[config.mk]
export PLATFORM = sky130hd
export DESIGN_NAME = first_free_page_allocator
export DESIGN_NICKNAME = d
export VERILOG_FILES = /design/src/design/ffpa_pkg.sv /design/src/design/ffpa_ram.sv /design/src/design/ffpa_datapath.sv /design/src/design/ffpa_ctrl.sv /design/src/design/first_free_page_allocator.sv
export SDC_FILE = /design/constraint.sdc
export NUM_CORES = 1
export LEC_CHECK = 0
export ABC_CLOCK_PERIOD_IN_PS = 9900
export BUFFER_PORTS_ARGS = -buffer_cell sky130_fd_sc_hd__buf_2
export CAP_MARGIN = 20
export CORE_ASPECT_RATIO = 0.8
export CORE_MARGIN = 1.5
export CORE_UTILIZATION = 30
export DETAILED_ROUTE_END_ITERATION = 10
export PLACE_DENSITY_LB_ADDON = 0.2
export SLEW_MARGIN = 10
export SYNTH_ARGS = -nofsm -noshare
export SYNTH_HDL_FRONTEND = slang
export SYNTH_SLANG_ARGS = --single-unit
[constraint.sdc]
create_clock -name clock -period 9.9 [get_ports clock]
set_clock_uncertainty 0.2 [all_clocks]
set_input_delay 1.485 -clock clock [delete_from_list [all_inputs] [get_ports clock]]
set_output_delay 1.485 -clock clock [all_outputs]
set_load 0.02 [all_outputs]
[src/design/ffpa_pkg.sv]
// Shared package for the first-free page allocator.
// Holds field widths, opcode and status codes, register indexes and the
// command/status structs between controller and datapath. No dependencies.
package ffpa_pkg;

   // Parameter defaults
   localparam int MAX_PAGES_DEF  = 64;
   localparam int PAGE_BYTES_DEF = 4096;

   // Field widths
   localparam int ADDR_W    = 48;
   localparam int PAGES_W   = 7;
   localparam int OP_W      = 2;
   localparam int ST_W      = 2;
   localparam int CSR_IDX_W = 1;

   // Flag words in the bitmap RAM
   localparam int WORD_BITS = 32;
   localparam int BIT_W     = 5;

   // Opcodes
   localparam logic [OP_W-1:0] OP_ALLOC = 2'd0;
   localparam logic [OP_W-1:0] OP_FREE  = 2'd1;
   localparam logic [OP_W-1:0] OP_INIT  = 2'd2;

   // Status codes
   localparam logic [ST_W-1:0] ST_OK        = 2'd0;
   localparam logic [ST_W-1:0] ST_NO_PAGE   = 2'd1;
   localparam logic [ST_W-1:0] ST_NOT_FOUND = 2'd2;

   // Register indexes
   localparam logic [CSR_IDX_W-1:0] CSR_POOL_BASE  = 1'b0;
   localparam logic [CSR_IDX_W-1:0] CSR_POOL_PAGES = 1'b1;

   // Register reset values
   localparam logic [ADDR_W-1:0]  POOL_BASE_RST  = '0;
   localparam logic [PAGES_W-1:0] POOL_PAGES_RST = 7'd65;

   // Controller to datapath commands
   typedef struct packed {
      logic load_req;     // capture request, clear result
      logic rd_en;        // read one flag word
      logic rd_free;      // read address from the free index, else the scan word
      logic alloc_wr;     // write back word with the found page cleared
      logic free_wr;      // write back word with the freed page set
      logic wcnt_clr;     // restart scan at word zero
      logic wcnt_inc;     // advance scan to the next word
      logic div_start;    // capture the page offset for the lookup
      logic div_step;     // latch the page number of the offset
      logic calc_grant;   // form the granted address
      logic set_nopage;   // result status no free page
      logic set_notfound; // result status address not found
      logic init_flags;   // mark every page free
      logic out_load;     // move result into the output register
   } ffpa_cmd_type;

   // Datapath to controller status
   typedef struct packed {
      logic [OP_W-1:0] in_op;  // opcode at the request port
      logic cnt_zero;          // pool holds no data page
      logic alloc_hit;         // scanned word has a usable free page
      logic last_word;         // scanned word is the last inside the count
      logic free_hit;          // offset maps exactly onto a data page
   } ffpa_sts_type;

endpackage

[src/design/ffpa_ram.sv]
// Generic single-write, single-read RAM with registered read data.
// No dependencies.
module ffpa_ram #(
   parameter int WIDTH = 32,
   parameter int DEPTH = 2
) (
   input  logic                                   clock,
   input  logic                                   wr_en,
   input  logic [((DEPTH > 1) ? $clog2(DEPTH) : 1)-1:0] wr_addr,
   input  logic [WIDTH-1:0]                       wr_data,
   input  logic                                   rd_en,
   input  logic [((DEPTH > 1) ? $clog2(DEPTH) : 1)-1:0] rd_addr,
   output logic [WIDTH-1:0]                       rd_data
);

   logic [WIDTH-1:0] mem_ff [DEPTH];
   logic [WIDTH-1:0] rd_data_ff;

   // Write port
   always_ff @(posedge clock) begin
      if (wr_en) begin
         mem_ff[wr_addr] <= wr_data;
      end
   end

   // Registered read port
   always_ff @(posedge clock) begin
      if (rd_en) begin
         rd_data_ff <= mem_ff[rd_addr];
      end
   end

   assign rd_data = rd_data_ff;

endmodule

[src/design/ffpa_datapath.sv]
// Datapath of the page allocator: pool registers, bitmap RAM with per-word
// valid bits, word scan, free-address page lookup and result registers.
// Depends on ffpa_pkg and ffpa_ram.
module ffpa_datapath #(
   parameter int MAX_PAGES  = ffpa_pkg::MAX_PAGES_DEF,
   parameter int PAGE_BYTES = ffpa_pkg::PAGE_BYTES_DEF
) (
   input  logic                            clock,
   input  logic                            reset,
   input  logic                            cfg_we,
   input  logic [ffpa_pkg::CSR_IDX_W-1:0]  cfg_index,
   input  logic [ffpa_pkg::ADDR_W-1:0]     cfg_data,
   input  logic [ffpa_pkg::OP_W-1:0]       in_op,
   input  logic [ffpa_pkg::ADDR_W-1:0]     in_addr,
   input  ffpa_pkg::ffpa_cmd_type          cmd,
   output ffpa_pkg::ffpa_sts_type          sts,
   output logic [ffpa_pkg::ADDR_W-1:0]     out_addr,
   output logic [ffpa_pkg::ST_W-1:0]       out_status
);
   import ffpa_pkg::*;

   localparam int NUM_WORDS = (MAX_PAGES + WORD_BITS - 1) / WORD_BITS;
   localparam int WADDR_W   = (NUM_WORDS > 1) ? $clog2(NUM_WORDS) : 1;
   localparam int IDX_W     = WADDR_W + BIT_W;
   localparam int CNT_W     = $clog2(MAX_PAGES + 1);
   localparam int CMP_W     = ((IDX_W > CNT_W) ? IDX_W : CNT_W) + 1;
   localparam int LIMIT     = PAGE_BYTES * MAX_PAGES;
   localparam int REM_W     = $clog2(LIMIT + 1);
   localparam int PB_W      = $clog2(PAGE_BYTES + 1);
   localparam int Q_W       = CNT_W + 1;
   localparam int RCP_SH    = REM_W + $clog2(PAGE_BYTES);
   localparam int RCP_W     = REM_W + 2;
   localparam int QP_W      = REM_W + RCP_W;
   localparam int BACK_W    = PB_W + Q_W;
   localparam longint RCP_MUL = ((longint'(1) << RCP_SH) + longint'(PAGE_BYTES) - 1)
                                / longint'(PAGE_BYTES);

   // Pool registers
   logic [ADDR_W-1:0]  base_ff, base_in;
   logic [PAGES_W-1:0] pages_ff, pages_in;

   // Request and result
   logic [ADDR_W-1:0] addr_ff;
   logic [ADDR_W-1:0] grant_ff;
   logic [ST_W-1:0]   status_ff;
   logic [ADDR_W-1:0] rsp_addr_ff;
   logic [ST_W-1:0]   rsp_st_ff;

   // Bitmap access
   logic [NUM_WORDS-1:0] valid_ff;
   logic [WADDR_W-1:0]   w_ff;
   logic [WADDR_W-1:0]   rd_word_ff;
   logic [IDX_W-1:0]     idx_ff;
   logic [WADDR_W-1:0]   rd_addr;
   logic [WORD_BITS-1:0] rd_data;
   logic [WORD_BITS-1:0] eff_word;
   logic [WORD_BITS-1:0] avail;
   logic [WORD_BITS-1:0] wr_data;
   logic [BIT_W-1:0]     hit_bit;
   logic                 wr_en;

   // Page lookup of a freed address
   logic [REM_W-1:0]  rem_ff;
   logic [Q_W-1:0]    q_ff;
   logic              off_ok_ff;
   logic [ADDR_W-1:0] off;
   logic [QP_W-1:0]   q_prod;
   logic [BACK_W-1:0] q_back;

   // Count and address helpers
   logic [PAGES_W-1:0] pages_m1;
   logic [CNT_W-1:0]   cnt;
   logic [CMP_W-1:0]   q_m1;
   logic [IDX_W-1:0]   free_idx;
   logic [IDX_W:0]     idx_p1;
   logic [PB_W+IDX_W:0] prod;

   // Register writes
   always_comb begin
      base_in  = base_ff;
      pages_in = pages_ff;
      if (cfg_we) begin
         unique case (cfg_index)
            CSR_POOL_BASE:  base_in  = cfg_data;
            CSR_POOL_PAGES: pages_in = cfg_data[PAGES_W-1:0];
            default:        base_in  = base_ff;
         endcase
      end
   end

   always_ff @(posedge clock) begin
      if (reset) begin
         base_ff  <= POOL_BASE_RST;
         pages_ff <= POOL_PAGES_RST;
      end else begin
         base_ff  <= base_in;
         pages_ff <= pages_in;
      end
   end

   // Data page count, saturated to the pool bound
   always_comb begin
      pages_m1 = (pages_ff == '0) ? '0 : pages_ff - 1'b1;
      if (int'(pages_m1) > MAX_PAGES) begin
         cnt = CNT_W'(MAX_PAGES);
      end else begin
         cnt = CNT_W'(pages_m1);
      end
   end

   // Scan the read word: mask pages beyond the count, find the lowest free one
   always_comb begin
      eff_word = valid_ff[rd_word_ff] ? rd_data : '1;
      for (int b = 0; b < WORD_BITS; b++) begin
         avail[b] = eff_word[b] && (CMP_W'({w_ff, BIT_W'(b)}) < CMP_W'(cnt));
      end
      hit_bit = '0;
      for (int b = WORD_BITS - 1; b >= 0; b--) begin
         if (avail[b]) begin
            hit_bit = BIT_W'(b);
         end
      end
   end

   // Free address lookup helpers
   assign off      = addr_ff - base_ff;
   assign q_prod   = QP_W'(rem_ff) * QP_W'(RCP_MUL);
   assign q_back   = BACK_W'(PAGE_BYTES) * BACK_W'(q_ff);
   assign q_m1     = CMP_W'(q_ff) - 1'b1;
   assign free_idx = q_m1[IDX_W-1:0];

   // RAM port control
   assign rd_addr = cmd.rd_free ? free_idx[IDX_W-1:BIT_W] : w_ff;
   assign wr_en   = cmd.alloc_wr || cmd.free_wr;
   assign wr_data = cmd.alloc_wr ? (eff_word & ~(WORD_BITS'(1) << hit_bit))
                                 : (eff_word | (WORD_BITS'(1) << idx_ff[BIT_W-1:0]));

   ffpa_ram #(
      .WIDTH(WORD_BITS),
      .DEPTH(NUM_WORDS)
   ) u_ram (
      .clock  (clock),
      .wr_en  (wr_en),
      .wr_addr(rd_word_ff),
      .wr_data(wr_data),
      .rd_en  (cmd.rd_en),
      .rd_addr(rd_addr),
      .rd_data(rd_data)
   );

   // Word valid bits: an unwritten word reads as all free
   always_ff @(posedge clock) begin
      if (reset || cmd.init_flags) begin
         valid_ff <= '0;
      end else if (wr_en) begin
         valid_ff[rd_word_ff] <= 1'b1;
      end
   end

   // Scan pointer, read address and page index
   always_ff @(posedge clock) begin
      if (cmd.wcnt_clr) begin
         w_ff <= '0;
      end else if (cmd.wcnt_inc) begin
         w_ff <= w_ff + 1'b1;
      end
      if (cmd.rd_en) begin
         rd_word_ff <= rd_addr;
      end
      if (cmd.alloc_wr) begin
         idx_ff <= {w_ff, hit_bit};
      end else if (cmd.rd_en && cmd.rd_free) begin
         idx_ff <= free_idx;
      end
   end

   // Page number of the offset: capture the offset, then multiply by the
   // rounded-up reciprocal of the page size; exact for every offset in range
   always_ff @(posedge clock) begin
      if (cmd.div_start) begin
         rem_ff    <= off[REM_W-1:0];
         off_ok_ff <= (off <= ADDR_W'(LIMIT));
      end
      if (cmd.div_step) begin
         q_ff <= Q_W'(q_prod >> RCP_SH);
      end
   end

   // Granted address of the page at idx_ff
   assign idx_p1 = {1'b0, idx_ff} + 1'b1;
   assign prod   = PB_W'(PAGE_BYTES) * idx_p1;

   // Request capture and result
   always_ff @(posedge clock) begin
      if (cmd.load_req) begin
         addr_ff   <= in_addr;
         grant_ff  <= '0;
         status_ff <= cmd.set_nopage ? ST_NO_PAGE : ST_OK;
      end else begin
         if (cmd.calc_grant) begin
            grant_ff <= base_ff + ADDR_W'(prod);
         end
         if (cmd.set_nopage) begin
            status_ff <= ST_NO_PAGE;
         end else if (cmd.set_notfound) begin
            status_ff <= ST_NOT_FOUND;
         end
      end
      if (cmd.out_load) begin
         rsp_addr_ff <= grant_ff;
         rsp_st_ff   <= status_ff;
      end
   end

   assign out_addr   = rsp_addr_ff;
   assign out_status = rsp_st_ff;

   // Status to the controller
   always_comb begin
      sts.in_op     = in_op;
      sts.cnt_zero  = (cnt == '0);
      sts.alloc_hit = |avail;
      sts.last_word = (CMP_W'({w_ff, BIT_W'(0)}) + CMP_W'(WORD_BITS)) >= CMP_W'(cnt);
      sts.free_hit  = off_ok_ff && (BACK_W'(rem_ff) == q_back) && (q_ff != '0) &&
                      (CMP_W'(q_ff) <= CMP_W'(cnt));
   end

   // The RAM is never read and written back in the same cycle
   assert property (@(posedge clock) disable iff (reset)
      !(cmd.rd_en && (cmd.alloc_wr || cmd.free_wr)))
      else $error("bitmap read and write in one cycle");

   // A failed result never carries an address
   assert property (@(posedge clock) disable iff (reset)
      (cmd.out_load && (status_ff != ST_OK)) |-> (grant_ff == '0))
      else $error("failed result with nonzero address");

endmodule

[src/design/ffpa_ctrl.sv]
// Controller of the page allocator: request sequencing state machine and
// output valid flag. Depends on ffpa_pkg.
module ffpa_ctrl (
   input  logic                   clock,
   input  logic                   reset,
   input  logic                   req_tvalid,
   output logic                   req_tready,
   output logic                   rsp_tvalid,
   input  logic                   rsp_tready,
   input  ffpa_pkg::ffpa_sts_type sts,
   output ffpa_pkg::ffpa_cmd_type cmd
);
   import ffpa_pkg::*;

   localparam logic [3:0] S_IDLE    = 4'd0;
   localparam logic [3:0] S_A_READ  = 4'd1;
   localparam logic [3:0] S_A_CHECK = 4'd2;
   localparam logic [3:0] S_A_ADDR  = 4'd3;
   localparam logic [3:0] S_F_START = 4'd4;
   localparam logic [3:0] S_F_DIV   = 4'd5;
   localparam logic [3:0] S_F_READ  = 4'd6;
   localparam logic [3:0] S_F_WRITE = 4'd7;
   localparam logic [3:0] S_RESP    = 4'd8;

   logic [3:0] state_ff, state_in;
   logic       rsp_valid_ff, rsp_valid_in;
   logic       out_free;

   assign out_free   = !rsp_valid_ff || rsp_tready;
   assign req_tready = (state_ff == S_IDLE);
   assign rsp_tvalid = rsp_valid_ff;

   // Next state and commands
   always_comb begin
      cmd      = '0;
      state_in = state_ff;
      unique case (state_ff)
         S_IDLE: begin
            if (req_tvalid) begin
               cmd.load_req = 1'b1;
               unique case (sts.in_op)
                  OP_ALLOC: begin
                     if (sts.cnt_zero) begin
                        cmd.set_nopage = 1'b1;
                        state_in       = S_RESP;
                     end else begin
                        cmd.wcnt_clr = 1'b1;
                        state_in     = S_A_READ;
                     end
                  end
                  OP_FREE: state_in = S_F_START;
                  OP_INIT: begin
                     cmd.init_flags = 1'b1;
                     state_in       = S_RESP;
                  end
                  default: state_in = S_RESP;
               endcase
            end
         end
         S_A_READ: begin
            cmd.rd_en = 1'b1;
            state_in  = S_A_CHECK;
         end
         S_A_CHECK: begin
            if (sts.alloc_hit) begin
               cmd.alloc_wr = 1'b1;
               state_in     = S_A_ADDR;
            end else if (sts.last_word) begin
               cmd.set_nopage = 1'b1;
               state_in       = S_RESP;
            end else begin
               cmd.wcnt_inc = 1'b1;
               state_in     = S_A_READ;
            end
         end
         S_A_ADDR: begin
            cmd.calc_grant = 1'b1;
            state_in       = S_RESP;
         end
         S_F_START: begin
            cmd.div_start = 1'b1;
            state_in      = S_F_DIV;
         end
         S_F_DIV: begin
            cmd.div_step = 1'b1;
            state_in     = S_F_READ;
         end
         S_F_READ: begin
            if (sts.free_hit) begin
               cmd.rd_en   = 1'b1;
               cmd.rd_free = 1'b1;
               state_in    = S_F_WRITE;
            end else begin
               cmd.set_notfound = 1'b1;
               state_in         = S_RESP;
            end
         end
         S_F_WRITE: begin
            cmd.free_wr = 1'b1;
            state_in    = S_RESP;
         end
         S_RESP: begin
            if (out_free) begin
               cmd.out_load = 1'b1;
               state_in     = S_IDLE;
            end
         end
         default: state_in = S_IDLE;
      endcase
   end

   // Output valid: set on load, drop after the transfer
   always_comb begin
      priority if (cmd.out_load) begin
         rsp_valid_in = 1'b1;
      end else if (rsp_tready) begin
         rsp_valid_in = 1'b0;
      end else begin
         rsp_valid_in = rsp_valid_ff;
      end
   end

   always_ff @(posedge clock) begin
      if (reset) begin
         state_ff     <= S_IDLE;
         rsp_valid_ff <= 1'b0;
      end else begin
         state_ff     <= state_in;
         rsp_valid_ff <= rsp_valid_in;
      end
   end

   // A result never overwrites one still waiting
   assert property (@(posedge clock) disable iff (reset)
      cmd.out_load |-> out_free)
      else $error("result register overwritten");

   // Valid only rises out of the result state
   assert property (@(posedge clock) disable iff (reset)
      $rose(rsp_valid_ff) |-> ($past(state_ff) == S_RESP))
      else $error("result valid raised outside result state");

endmodule

[src/design/first_free_page_allocator.sv]
// Top level of the first-free page allocator: controller, datapath and
// configuration port. Depends on ffpa_pkg, ffpa_ctrl and ffpa_datapath.
//
//   Channel  Direction  Handshake               Payload
//   req_     in         req_tvalid/req_tready   tuser opcode, tdata page_address
//   rsp_     out        rsp_tvalid/rsp_tready   tuser status, tdata granted_address
//   csr_     in         csr_valid/csr_ready     csr_index, csr_data
//
// Allocate scans the 32-page bitmap words from word zero, one RAM read
// and check per word, then forms the granted address. Free does the offset
// subtract, reciprocal multiply for the page number, flag read and write
// back, and skips the flag read and write for an address that matches no page;
// init, opcode 3 and allocate from an empty pool go straight to the result.
// Reset is synchronous and marks every page free at once through per-word
// valid bits; no clearing pass. A waiting result does not block the next
// request transfer; the next result waits in its own state until taken.
module first_free_page_allocator #(
   parameter int MAX_PAGES  = ffpa_pkg::MAX_PAGES_DEF,
   parameter int PAGE_BYTES = ffpa_pkg::PAGE_BYTES_DEF
) (
   input  logic                           clock,
   input  logic                           reset,
   input  logic                           req_tvalid,
   output logic                           req_tready,
   input  logic [ffpa_pkg::OP_W-1:0]      req_tuser,   // [1:0] opcode
   input  logic [ffpa_pkg::ADDR_W-1:0]    req_tdata,   // [47:0] page_address
   output logic                           rsp_tvalid,
   input  logic                           rsp_tready,
   output logic [ffpa_pkg::ST_W-1:0]      rsp_tuser,   // [1:0] status
   output logic [ffpa_pkg::ADDR_W-1:0]    rsp_tdata,   // [47:0] granted_address
   input  logic                           csr_valid,
   output logic                           csr_ready,
   input  logic [ffpa_pkg::CSR_IDX_W-1:0] csr_index,
   input  logic [ffpa_pkg::ADDR_W-1:0]    csr_data
);
   import ffpa_pkg::*;

   ffpa_cmd_type cmd;
   ffpa_sts_type sts;

   // Register writes are always taken
   assign csr_ready = 1'b1;

   ffpa_ctrl u_ctrl (
      .clock     (clock),
      .reset     (reset),
      .req_tvalid(req_tvalid),
      .req_tready(req_tready),
      .rsp_tvalid(rsp_tvalid),
      .rsp_tready(rsp_tready),
      .sts       (sts),
      .cmd       (cmd)
   );

   ffpa_datapath #(
      .MAX_PAGES (MAX_PAGES),
      .PAGE_BYTES(PAGE_BYTES)
   ) u_datapath (
      .clock     (clock),
      .reset     (reset),
      .cfg_we    (csr_valid && csr_ready),
      .cfg_index (csr_index),
      .cfg_data  (csr_data),
      .in_op     (req_tuser),
      .in_addr   (req_tdata),
      .cmd       (cmd),
      .sts       (sts),
      .out_addr  (rsp_tdata),
      .out_status(rsp_tuser)
   );

endmodule
=== Yosys cells after proc, flatten, opt, wreduce, memory -nomap -nowiden ===
Memories as Yosys holds them, arrays and structs flattened. A register that Yosys moved wholly into a read port is not among the register bits.
Cells that the tools add are included.
W data, S select, Z words.

* Register bits after elaboration: 245
* Bits in writable memories: 64
* Bits of input ports: 104
* Output and inout port bits: 53
* Logic and storage cells: 226
* Memories: 1

* Add/subtract/negate cells: 7
* Order comparisons: 38
* Equality and inequality tests: 13
* Shift-type cells: 2
* Multiplexer cells: 90
* Bitwise operators: 5
* Reductions and logical operators: 54

{| class="wikitable"
|+ Memory list
! memory !! depth !! bits a word !! read ports !! clocked after Yosys merged registers in !! wr ports !! line !! source
|-
| u_datapath.u_ram.mem_ff || 2 || 32 || 1 || 1 || 1 || ffpa_ram.sv:16 || <nowiki>logic [WIDTH-1:0] mem_ff [DEPTH];</nowiki>
|}

{| class="wikitable"
|+ Operator list
! cell !! count
|-
| $lt A6 B7 Y1 || 32
|-
| $mux W5 || 32
|-
| $mux W32 || 2
|-
| $shl A1 B5 Y32 const A || 2
|-
| $add A48 B19 Y48 || 1
|-
| $le A48 B19 Y1 const B || 1
|-
| $sub A48 B48 Y48 || 1
|-
| $logic_and A1 B1 Y1 || 37
|-
| $mux W1 || 37
|-
| $and A32 B32 Y32 || 1
|-
| $not A32 Y32 || 1
|-
| $or A32 B32 Y32 || 1
|-
| $pmux W4 S8 || 1
|-
| $reduce_or A32 Y1 || 1
|-
| $mux W4 || 6
|-
| $eq A19 B19 Y1 || 1
|-
| $eq A4 B3 Y1 const B || 4
|-
| $logic_not A7 Y1 || 2
|-
| $mux W7 || 2
|-
| $mux W6 || 2
|-
| $eq A4 B2 Y1 const B || 2
|-
| $ge A8 B7 Y1 || 1
|-
| $mux W2 || 4
|-
| $pmux W4 S2 || 1
|-
| other kinds (28) || 34
|}

=== Depth between registers and ports, before layout ===
Gate-level depths: netlist of the first run.

* Word-level depth: 42
* Depth in mapped cells: 22
* Depth with buffers taken out: 17

=== Hierarchy ===
From an unflattened synthesis of the first run, not the netlist that was laid out.

* Cells, all modules: 1756
* Area total of the unflattened synthesis: 18149.9 µm²

{| class="wikitable"
|+ By module, submodules not included
! module !! instances !! cells each !! area an instance (µm²) !! sequential area each (µm²)
|-
| ffpa_datapath || 1 || 1555 || 14234.9 || 6145.9
|-
| ffpa_ram || 1 || 134 || 3439.5 || 2882.8
|-
| ffpa_ctrl || 1 || 65 || 464.2 || 100.1
|-
| first_free_page_allocator || 1 || 2 || 11.3 || 0.0
|}

=== Worst setup path before layout of the first run ===
OpenSTA, ideal clock, no wires.

* Path kind: register to register
* Start: reg u_datapath.pages_ff[0]
* End: mem u_datapath.u_ram.mem_ff[1][0] (enable)
* Setup time: 0.473 ns
* Arrival: 6.378 ns
* Required time: 9.227 ns
* Setup slack: 2.849 ns
* Cell stages (with the launch flop): 20
* Buffers on the path: 4
* Period minus slack after synthesis: 7.051 ns
* Cells stage by stage: dfxtp_1 -> buf_2 -> inv_1 -> ha_1 -> buf_4 -> or3b_1 -> o31ai_4 -> buf_4 -> nand2_1 -> or3_1 -> ha_1 -> clkbuf_1 -> nor4_1 -> a31oi_1 -> o21ai_0 -> a31oi_1 -> nor3_2 -> nand2b_1 -> o21ai_2 -> a21boi_0

* Cells in the longest elaborated chain, start to end: 12
* Elaborated cells between the ends (all ways): 75
* Those cells by class: 1 x add/sub; 33 x order compare; 6 x mux; 35 x reduce/logical

{| class="wikitable"
|+ Ends and longest elaborated chain
! what !! line !! source
|-
| start, declared || ffpa_datapath.sv:40 || <nowiki>logic [PAGES_W-1:0] pages_ff, pages_in;</nowiki>
|-
| start signal, assigned || ffpa_datapath.sv:97 || <nowiki>pages_ff <= pages_in;</nowiki>
|-
| $sub A7 B1 Y7 or $logic_not A7 Y1 (tied branches) || ffpa_datapath.sv:103 || <nowiki>pages_m1 = (pages_ff == '0) ? '0 : pages_ff - 1'b1;</nowiki>
|-
| $mux W7 * || ffpa_datapath.sv:103 ||
|-
| $gt A7 B7 Y1 || ffpa_datapath.sv:104 || <nowiki>if (int'(pages_m1) > MAX_PAGES) begin</nowiki>
|-
| $mux W7 * || ffpa_datapath.sv:104 ||
|-
| $lt A6 B7 Y1 || ffpa_datapath.sv:115 || <nowiki>avail[b] = eff_word[b] && (CMP_W'({w_ff, BIT_W'(b)}) < CMP_W'(cnt));</nowiki>
|-
| $logic_and A1 B1 Y1 || ffpa_datapath.sv:115 ||
|-
| $reduce_or A32 Y1 * || ffpa_datapath.sv:222 || <nowiki>sts.alloc_hit = |avail;</nowiki>
|-
| $mux W1 * || ffpa_ctrl.sv:65 || <nowiki>if (sts.alloc_hit) begin</nowiki>
|-
| $mux W1 * || ffpa_ctrl.sv:37 || <nowiki>unique case (state_ff)</nowiki>
|-
| $logic_or A1 B1 Y1 * || ffpa_datapath.sv:134 || <nowiki>assign wr_en = cmd.alloc_wr || cmd.free_wr;</nowiki>
|-
| $mux W1 * || ffpa_ram.sv:21 || <nowiki>if (wr_en) begin</nowiki>
|-
| $mux W1 (not written as such) * || ffpa_ram.sv:22 || <nowiki>mem_ff[wr_addr] <= wr_data;</nowiki>
|-
| end, declared || ffpa_ram.sv:16 ||
|}

Mark *: on every way between the ends. The rest lies on a longest branch, timed or not.

=== Final worst setup path of the first run ===
* Start: reg u_datapath.pages_ff[0]
* End: reg u_datapath.u_ram.rd_data_ff[17], in the netlist u_datapath.u_ram.rd_data[17], read port of u_datapath.u_ram.mem_ff (data pin)

* Cells in the longest elaborated chain, start to end: 9
* Elaborated cells between the ends (all ways): 11
* Those cells by class: 1 x add/sub; 2 x order compare; 6 x mux; 2 x reduce/logical

{| class="wikitable"
|+ Ends and longest elaborated chain
! what !! line !! source
|-
| $sub A7 B1 Y7 or $logic_not A7 Y1 (tied branches) || ffpa_datapath.sv:103 ||
|-
| $mux W7 * || ffpa_datapath.sv:103 ||
|-
| $gt A7 B7 Y1 || ffpa_datapath.sv:104 ||
|-
| $mux W7 * || ffpa_datapath.sv:104 ||
|-
| $le A7 B7 Y1 * || ffpa_datapath.sv:225 || <nowiki>(CMP_W'(q_ff) <= CMP_W'(cnt));</nowiki>
|-
| $logic_and A1 B1 Y1 * || ffpa_datapath.sv:224 || <nowiki>sts.free_hit = off_ok_ff && (BACK_W'(rem_ff) == q_back) && (q_ff != '0) &&</nowiki>
|-
| $mux W2 * || ffpa_ctrl.sv:89 || <nowiki>if (sts.free_hit) begin</nowiki>
|-
| $mux W1 || ffpa_ctrl.sv:37 ||
|-
| $mux W1 || ffpa_datapath.sv:133 || <nowiki>assign rd_addr = cmd.rd_free ? free_idx[IDX_W-1:BIT_W] : w_ff;</nowiki>
|-
| end, declared || ffpa_ram.sv:17 || <nowiki>logic [WIDTH-1:0] rd_data_ff;</nowiki>
|}

Marks and branches as above.
A chain may end at the register's enable or synchronous reset.

==> results.toml, run 1 <==
[clocking]
cts_buffer_depth = 3
cts-hold-fix-buffers = 0
clock_latency_ns = 0.57
cts_resized = 0
root_buffer = "clkbuf_16"
post_cts_buffers = 0
clock-sinks = 341
cts_made_buffers = 38
path_clk_slew_ns = 0.06
htreeDepth = 2
cts_tree = "done"

[route]
routed-via-count = 15189
routedWlPerCell_um = 20.7
drtIter0Drc = 1351
wirelength_um = 59200
drtPass1Iterations = 5
detail-route-antenna-nets = 0
remaining_drc_errors = 0
vias_per_cell = 5.31

[worst_hold_path]
hp-class = "flip-flop to flip-flop"

[pwr]
pwr-share-seq = 0.435
power.share.switching = 0.295
p_comb_frac = 0.189
power-per-cell-area_nw_per_um2 = 179
internal_power_mw = 2.71
switchingPower_mw = 1.13
pwr-share-clk = 0.376
ir_worst_vdd_uv = 104
leakage_nw = 7.63

[synthesis]
syn_inst = 1877
ys.flop_type = "edfxtp_1"
synth_top_area_cell = "edfxtp_1"
synthArstFlopShare = 0
synth-seq-cells = 341
yosysTopAreaCellShare = 0.373
ys_types = 92
syn-mean-instance-area_um2 = 9.88
ys_top_cells_by_area = "edfxtp_1 (37%), dfxtp_1 (12%), ha_1 (5.1%)"
ys_warn_count = 0
synth_edf_count = 230
syn_nets = 2058
netlist_area_um2 = 18500
ys_seq_area_frac = 0.492

[sta]
hold_ws_ns = 0.223
finalCriticalPeriod_ns = 6.49
hold_viol = 0
period_share = 0.656
finalSetupViolations = 0
slew_headroom = 0.250
rsz0062_at_grt = "no"
worst_pin_slew_ns = 1.13
max_freq_mhz = 154
tns_ns = 0
final_max_slew_viol_count = 0
worst_slack_ns = 3.41

[cells_and_area]
num_antenna_cells = 0
fillers = 6230
syn2layout_area_growth_pct = 15.8
fin_nets = 2180
drive_gt1_frac = 0.156

[global_routing]
grt_pass1_vias = 14667
antenna_found_initial = 1
grt_use_total = 0.186
grt_max_degree = 77
grt_pass1_wl_um = 90300
grt.overflow.total = 0

[place]
place_worst_setup_slack_ns = 3.48
dp_hpwl_um = 43600
place_congestion = 0.906
port_buffers = 155

[critical_path]
endpoint_kind = "flip-flop"
start_kind = "flip-flop"
crit_arrival_ns = 6.58
critPathMaxFanout = 33
path_class = "flip-flop to flip-flop"
cp.required_ns = 9.99

[status]
outcome = "finished clean"

[die]
die_x_um = 281
io_pins = 157
die_h_um = 225
die_area_um2 = 63300
initial_core_util = 0.303
placeableCoreArea_um2 = 61100
fp-row-count = 81

[run]
maxCapViolCount = 0
[sequential cells by signal, summed over array words and instances, names as in the netlist, 2 cells and up]
register / cells
u_datapath.grant_ff: 48
u_datapath.pages_ff: 7
u_datapath.valid_ff: 2
u_datapath.out_status: 2
u_datapath.status_ff: 2
u_datapath.out_addr: 48
u_datapath.u_ram.rd_data: 32
u_datapath.u_ram.mem_ff: 64
u_datapath.addr_ff: 48
u_ctrl.state_ff: 4
u_datapath.idx_ff: 6
u_datapath.rem_ff: 19
u_datapath.base_ff: 48
u_datapath.q_ff: 7
[layer usage]
layer | up-vias | global-route usage | wire length, µm
li1 | 7268 | - | -
met1 | 7413 | 0.285 | 30400
met2 | 451 | 0.271 | 24600
met3 | 55 | 0.0306 | 3430
met4 | 2 | 0.0382 | 816
met5 | - | 0 | 11
[kinds of logic (layout without fill, tap and decap cells)]
logic type,count (synthesis),count (layout),share of synthesized area
simple gates,653,653,0.172
compound gates,511,511,0.184
flops,341,341,0.492
buf+inv,180,332,0.0389
fa+ha+maj,77,77,0.0528
xor+xnor,71,71,0.0335
mux,43,43,0.0255
other cells,1,1,0.000202
[through the flow]
step	instance area, µm²	total power, mW	cells	utilization
floorplan	18500	2.18	1877	-
global placement	20200	2.42	2788	0.330
detailed placement	20200	2.42	2788	0.330
CTS	21400	3.88	2858	0.351
global route	21500	4.02	2859	0.351
finish	21500	3.84	2859	0.351
[cell usage after synthesis (24+ instances only)]
master,n
clkbuf_1,72
o21a_1,25
nor3_1,43
xnor2_1,54
nor2_1,126
a211oi_1,32
nand2_1,229
inv_1,85
nor4_1,25
a21oi_1,160
mux2_2,34
o21ai_0,63
a31oi_1,41
nand3_1,66
dfxtp_1,111
ha_1,75
nor2b_1,24
edfxtp_1,230
[cell type report]
class                           count  area [µm²]  share of cell area
Sequential cell                   341        9130               0.425
Multi-Input combinational cell   1356        8760               0.408
Clock buffer                       56        1110              0.0518
Tap cell                          830        1040              0.0484
Timing Repair Buffer              174         931              0.0434
Inverter                           88         332              0.0155
Clock inverter                     14         161             0.00752
[final timing paths]
path | depth (start not counted) | slack [ns] | to | start
worst max-delay path | 17 | 3.41 | u_datapath.u_ram.rd_data[17] | u_datapath.pages_ff[0]
worst max register to register | 17 | 3.41 | u_datapath.u_ram.rd_data[17] | u_datapath.pages_ff[0]
worst min register to register | 0 | 0.22 | u_datapath.out_status[0] | u_datapath.status_ff[0]
worst min-delay path | 0 | 0.22 | u_datapath.out_status[0] | u_datapath.status_ff[0]
[power by group through the flow]
stage	Combinational (mW)	Clock (mW)	Sequential [mW]
after floorplan	0.487	0	1.69
after global placement	0.721	0	1.70
after detailed placement	0.718	0	1.70
after CTS	0.723	1.49	1.67
after global routing	0.802	1.54	1.68
final	0.726	1.44	1.67
[cell usage in the layout (no fill, tap or decap), types with 25 or more instances in the layout]
cell and n:
a21oi_1 158, nand3_1 66, clkbuf_16 41, xnor2_1 54
mux2_2 34, dfxtp_1 111, o21ai_0 63, a211oi_1 32
inv_1 85, a31oi_1 41, ha_1 75, nor2_1 126
nor3_1 43, nor4_1 25, edfxtp_1 230, o21a_1 25
buf_2 155, nand2_1 229
[critical path: stages, from the launching register on]
cell and delay, ns:
dfxtp_1 0.40, inv_1 0.14, ha_1 0.37, or3b_2 0.52
o22ai_1 0.28, or2_2 0.28, clkinv_1 0.51, ha_1 0.51
o21a_1 0.11, o21a_1 0.17, o21a_1 0.16, o21a_1 0.16
o21a_1 0.16, o22a_1 0.21, nor4bb_1 0.82, mux2i_4 0.34
buf_4 0.44, mux2_2 0.40
Power figures use the tool's default switching activity.
==> inputs of run 2 (changes only) <==
- ABC_AREA: default -> 1
- ABC_CLOCK_PERIOD_IN_PS: 9900 -> 5400
- clock period: 9.9 -> 5.4 ns (I/O delays scaled with it)
==> run 2 against run 1 <==
Compared with the run above: critical path depth rose by 17; register-to-register slack got worse by 3.0 ns; flip-flop and latch count did not move; sequential power rose by 100%; clock-buffer cell count fell by 8; maximum frequency rose by 29%; non-clock buffer count rose by 24; utilization rose by 0.75 points; cell count rose by 2.7%; largest power group unchanged.
==> results.toml, run 2 <==
[die]
io_pins = 157
die_h_um = 219
initial_core_util = 0.303
die_area_um2 = 59900
fp-row-count = 79
die_x_um = 273
placeableCoreArea_um2 = 57900

[place]
placed_area_um2 = 19400
place_congestion = 0.872
port_buffers = 155
dp_hpwl_um = 39100

[pwr]
pwr-share-clk = 0.329
ir_worst_vdd_uv = 206
p_comb_frac = 0.258
switchingPower_mw = 2.69
power_mw = 8.09
power.share.switching = 0.332
pwr-share-seq = 0.413
power-per-cell-area_nw_per_um2 = 390
internal_power_mw = 5.40
leakage_nw = 8.61

[synthesis]
synth_most_common_cell = "nand2_1"
syn_nets = 2136
ys_types = 61
ys_seq_area_frac = 0.521
synth_top_area_cell = "edfxtp_1"
syn_inst = 1955
netlist_area_um2 = 17500
synthArstFlopShare = 0
syn-mean-instance-area_um2 = 8.97
yosysTopAreaCellShare = 0.394
synth_edf_count = 230
ys.flop_type = "edfxtp_1"
ys_warn_count = 0
synth_common_cells = "nand2_1 (313), inv_1 (257), edfxtp_1 (230)"
ys_top_cells_by_area = "edfxtp_1 (39%), dfxtp_1 (13%), nand2_1 (6.7%)"
synth-seq-cells = 341

[clocking]
path_clk_slew_ns = 0.06
root_buffer = "clkbuf_16"
clock_latency_ns = 0.59
cts_tree = "done"
cts_made_buffers = 39
cts_buffer_depth = 3
cts-hold-fix-buffers = 0
htreeDepth = 2
clock-sinks = 341

[route]
remaining_drc_errors = 0
wirelength_um = 52200
routedWlPerCell_um = 17.8
drtIter0Drc = 1062
vias_per_cell = 4.83
routed-via-count = 14179
detail-route-antenna-nets = 0
drtPass1Iterations = 8

[critical_path]
start_kind = "flip-flop"
crit_path_start = "u_datapath.pages_ff[0]"
critPathMaxFanout = 7
rrSetupSlack_ns = 0.36
cp.required_ns = 5.51
path_class = "flip-flop to flip-flop"
crit_arrival_ns = 5.15
slowest_stage = "dfxtp_1"
critPathCapture = "u_datapath.u_ram.mem_ff[0][31]"
crit_top_cell = "inv_2"
crit_path_max_incr_delay_ns = 0.32
rr_startpoint = "u_datapath.pages_ff[0]"
ff2ff_path_depth = 34
endpoint_kind = "flip-flop"
r2r-end = "u_datapath.u_ram.mem_ff[0][31]"

[global_routing]
antenna_found_initial = 1
grt_max_degree = 70
grt.overflow.total = 0
grt_pass1_vias = 13857
grt_pass1_wl_um = 80300
grt_use_total = 0.175

[sta]
max_freq_mhz = 198
final_max_slew_viol_count = 0
finalCriticalPeriod_ns = 5.04
finalSetupViolations = 0
period_share = 0.933
hold_viol = 0
tns_ns = 0
worst_pin_slew_ns = 1.06
rsz0062_at_grt = "no"
slew_headroom = 0.295

[cells_and_area]
post-route-util = 0.359
design_area_um2 = 20800
largest_reg_flops = 64
syn2layout_area_growth_pct = 18.5
fin_nets = 2319
regMostFlops = "u_datapath.u_ram.mem_ff"
drive_gt1_frac = 0.153
num_antenna_cells = 0
final_common_cell = "nand2_1"
final_cell_mix = "nand2_1 (311), inv_1 (250), edfxtp_1 (230)"

[worst_hold_path]
hold_depth = 0
hp-start = "u_datapath.grant_ff[16]"
hp-class = "flip-flop to flip-flop"

[run]
maxCapViolCount = 0

[status]
outcome = "finished clean"
## run 2: cell count changes in the layout (fill, tap and decap cells not counted), moves of 34 or more
cell / delta
inv_1: +165
mux2_2: -34
nand2_1: +82
nand4_1: +34
nor2_1: +64
o21ai_0: +87
xnor2_1: -34
## run 2: worst max-delay path: cells and delay by family, from the launching register on
kind / cells / cell delay, ns
compound gates: 10 / 1.11
fa+ha+maj: 2 / 0.45
flops: 1 / 0.32
buf+inv: 7 / 0.68
simple gates: 15 / 2.03
## run 2: layout make-up
class | count | area [µm²]
Clock inverter | 23 | 204
Multi-Input combinational cell | 1284 | 7270
Fill cell | 6068 | 37100
Inverter | 274 | 1030
Timing Repair Buffer | 198 | 1100
Tap cell | 769 | 962
Clock buffer | 48 | 1080
Sequential cell | 341 | 9130
## run 2: cells by family (layout without fill, tap and decap cells)
kind of cell / after synthesis / count (layout) / synth area share
other: 1 / 1 / 0.000214
adders and majority gates: 77 / 77 / 0.0558
DFF: 341 / 341 / 0.521
buffers and inverters: 330 / 543 / 0.0716
and+or+nand+nor: 714 / 714 / 0.180
xor gates and xnor gates: 68 / 68 / 0.0340
AOI/OAI and AO/OA: 424 / 424 / 0.138
## run 2: power by group through the flow
stage / Combinational, mW / Sequential, mW / Clock, mW
final: 2.09 / 3.34 / 2.66
after CTS: 2.07 / 3.34 / 2.73
after global placement: 2.06 / 3.40 / 0
after floorplan: 1.35 / 3.43 / 0
after global routing: 2.34 / 3.37 / 2.83
after detailed placement: 2.06 / 3.40 / 0
## run 2: per-layer routing
metal  vias up  routed length (µm)  global-route usage
met1      6729               25200               0.247
met2       322               23000               0.272
met4         0                1490              0.0600
met3        75                2460              0.0262
li1       7053                   -                   -
met5         -                   0                   0
## run 2: what timing repair did
item | 4_1_cts | 5_1_grt
buffers inserted | 0 | 8
setup endpoints to repair | 0 | 138
gates resized for setup | 0 | 26
## run 2: metrics by stage
stage | setup slack (ns) | hold WS [ns] | cells
floorplan | 0.789 | 0.200 | 1955
global placement | 0.163 | 0.210 | 2858
finish | 0.361 | 0.210 | 2937
detailed placement | 0.126 | 0.210 | 2858
CTS | 0.117 | 0.192 | 2929
global route | 0.00645 | 0.201 | 2937
## run 2: how the worst min path moves through the flow
stage / endpoint / slack (ns)
floorplan: u_datapath.out_status[0] / 0.20
global placement: u_datapath.out_addr[38] / 0.21
detailed placement: u_datapath.out_addr[14] / 0.21
CTS: u_datapath.addr_ff[38] / 0.19
global route: u_datapath.addr_ff[19] / 0.20
finish: u_datapath.out_addr[16] / 0.21
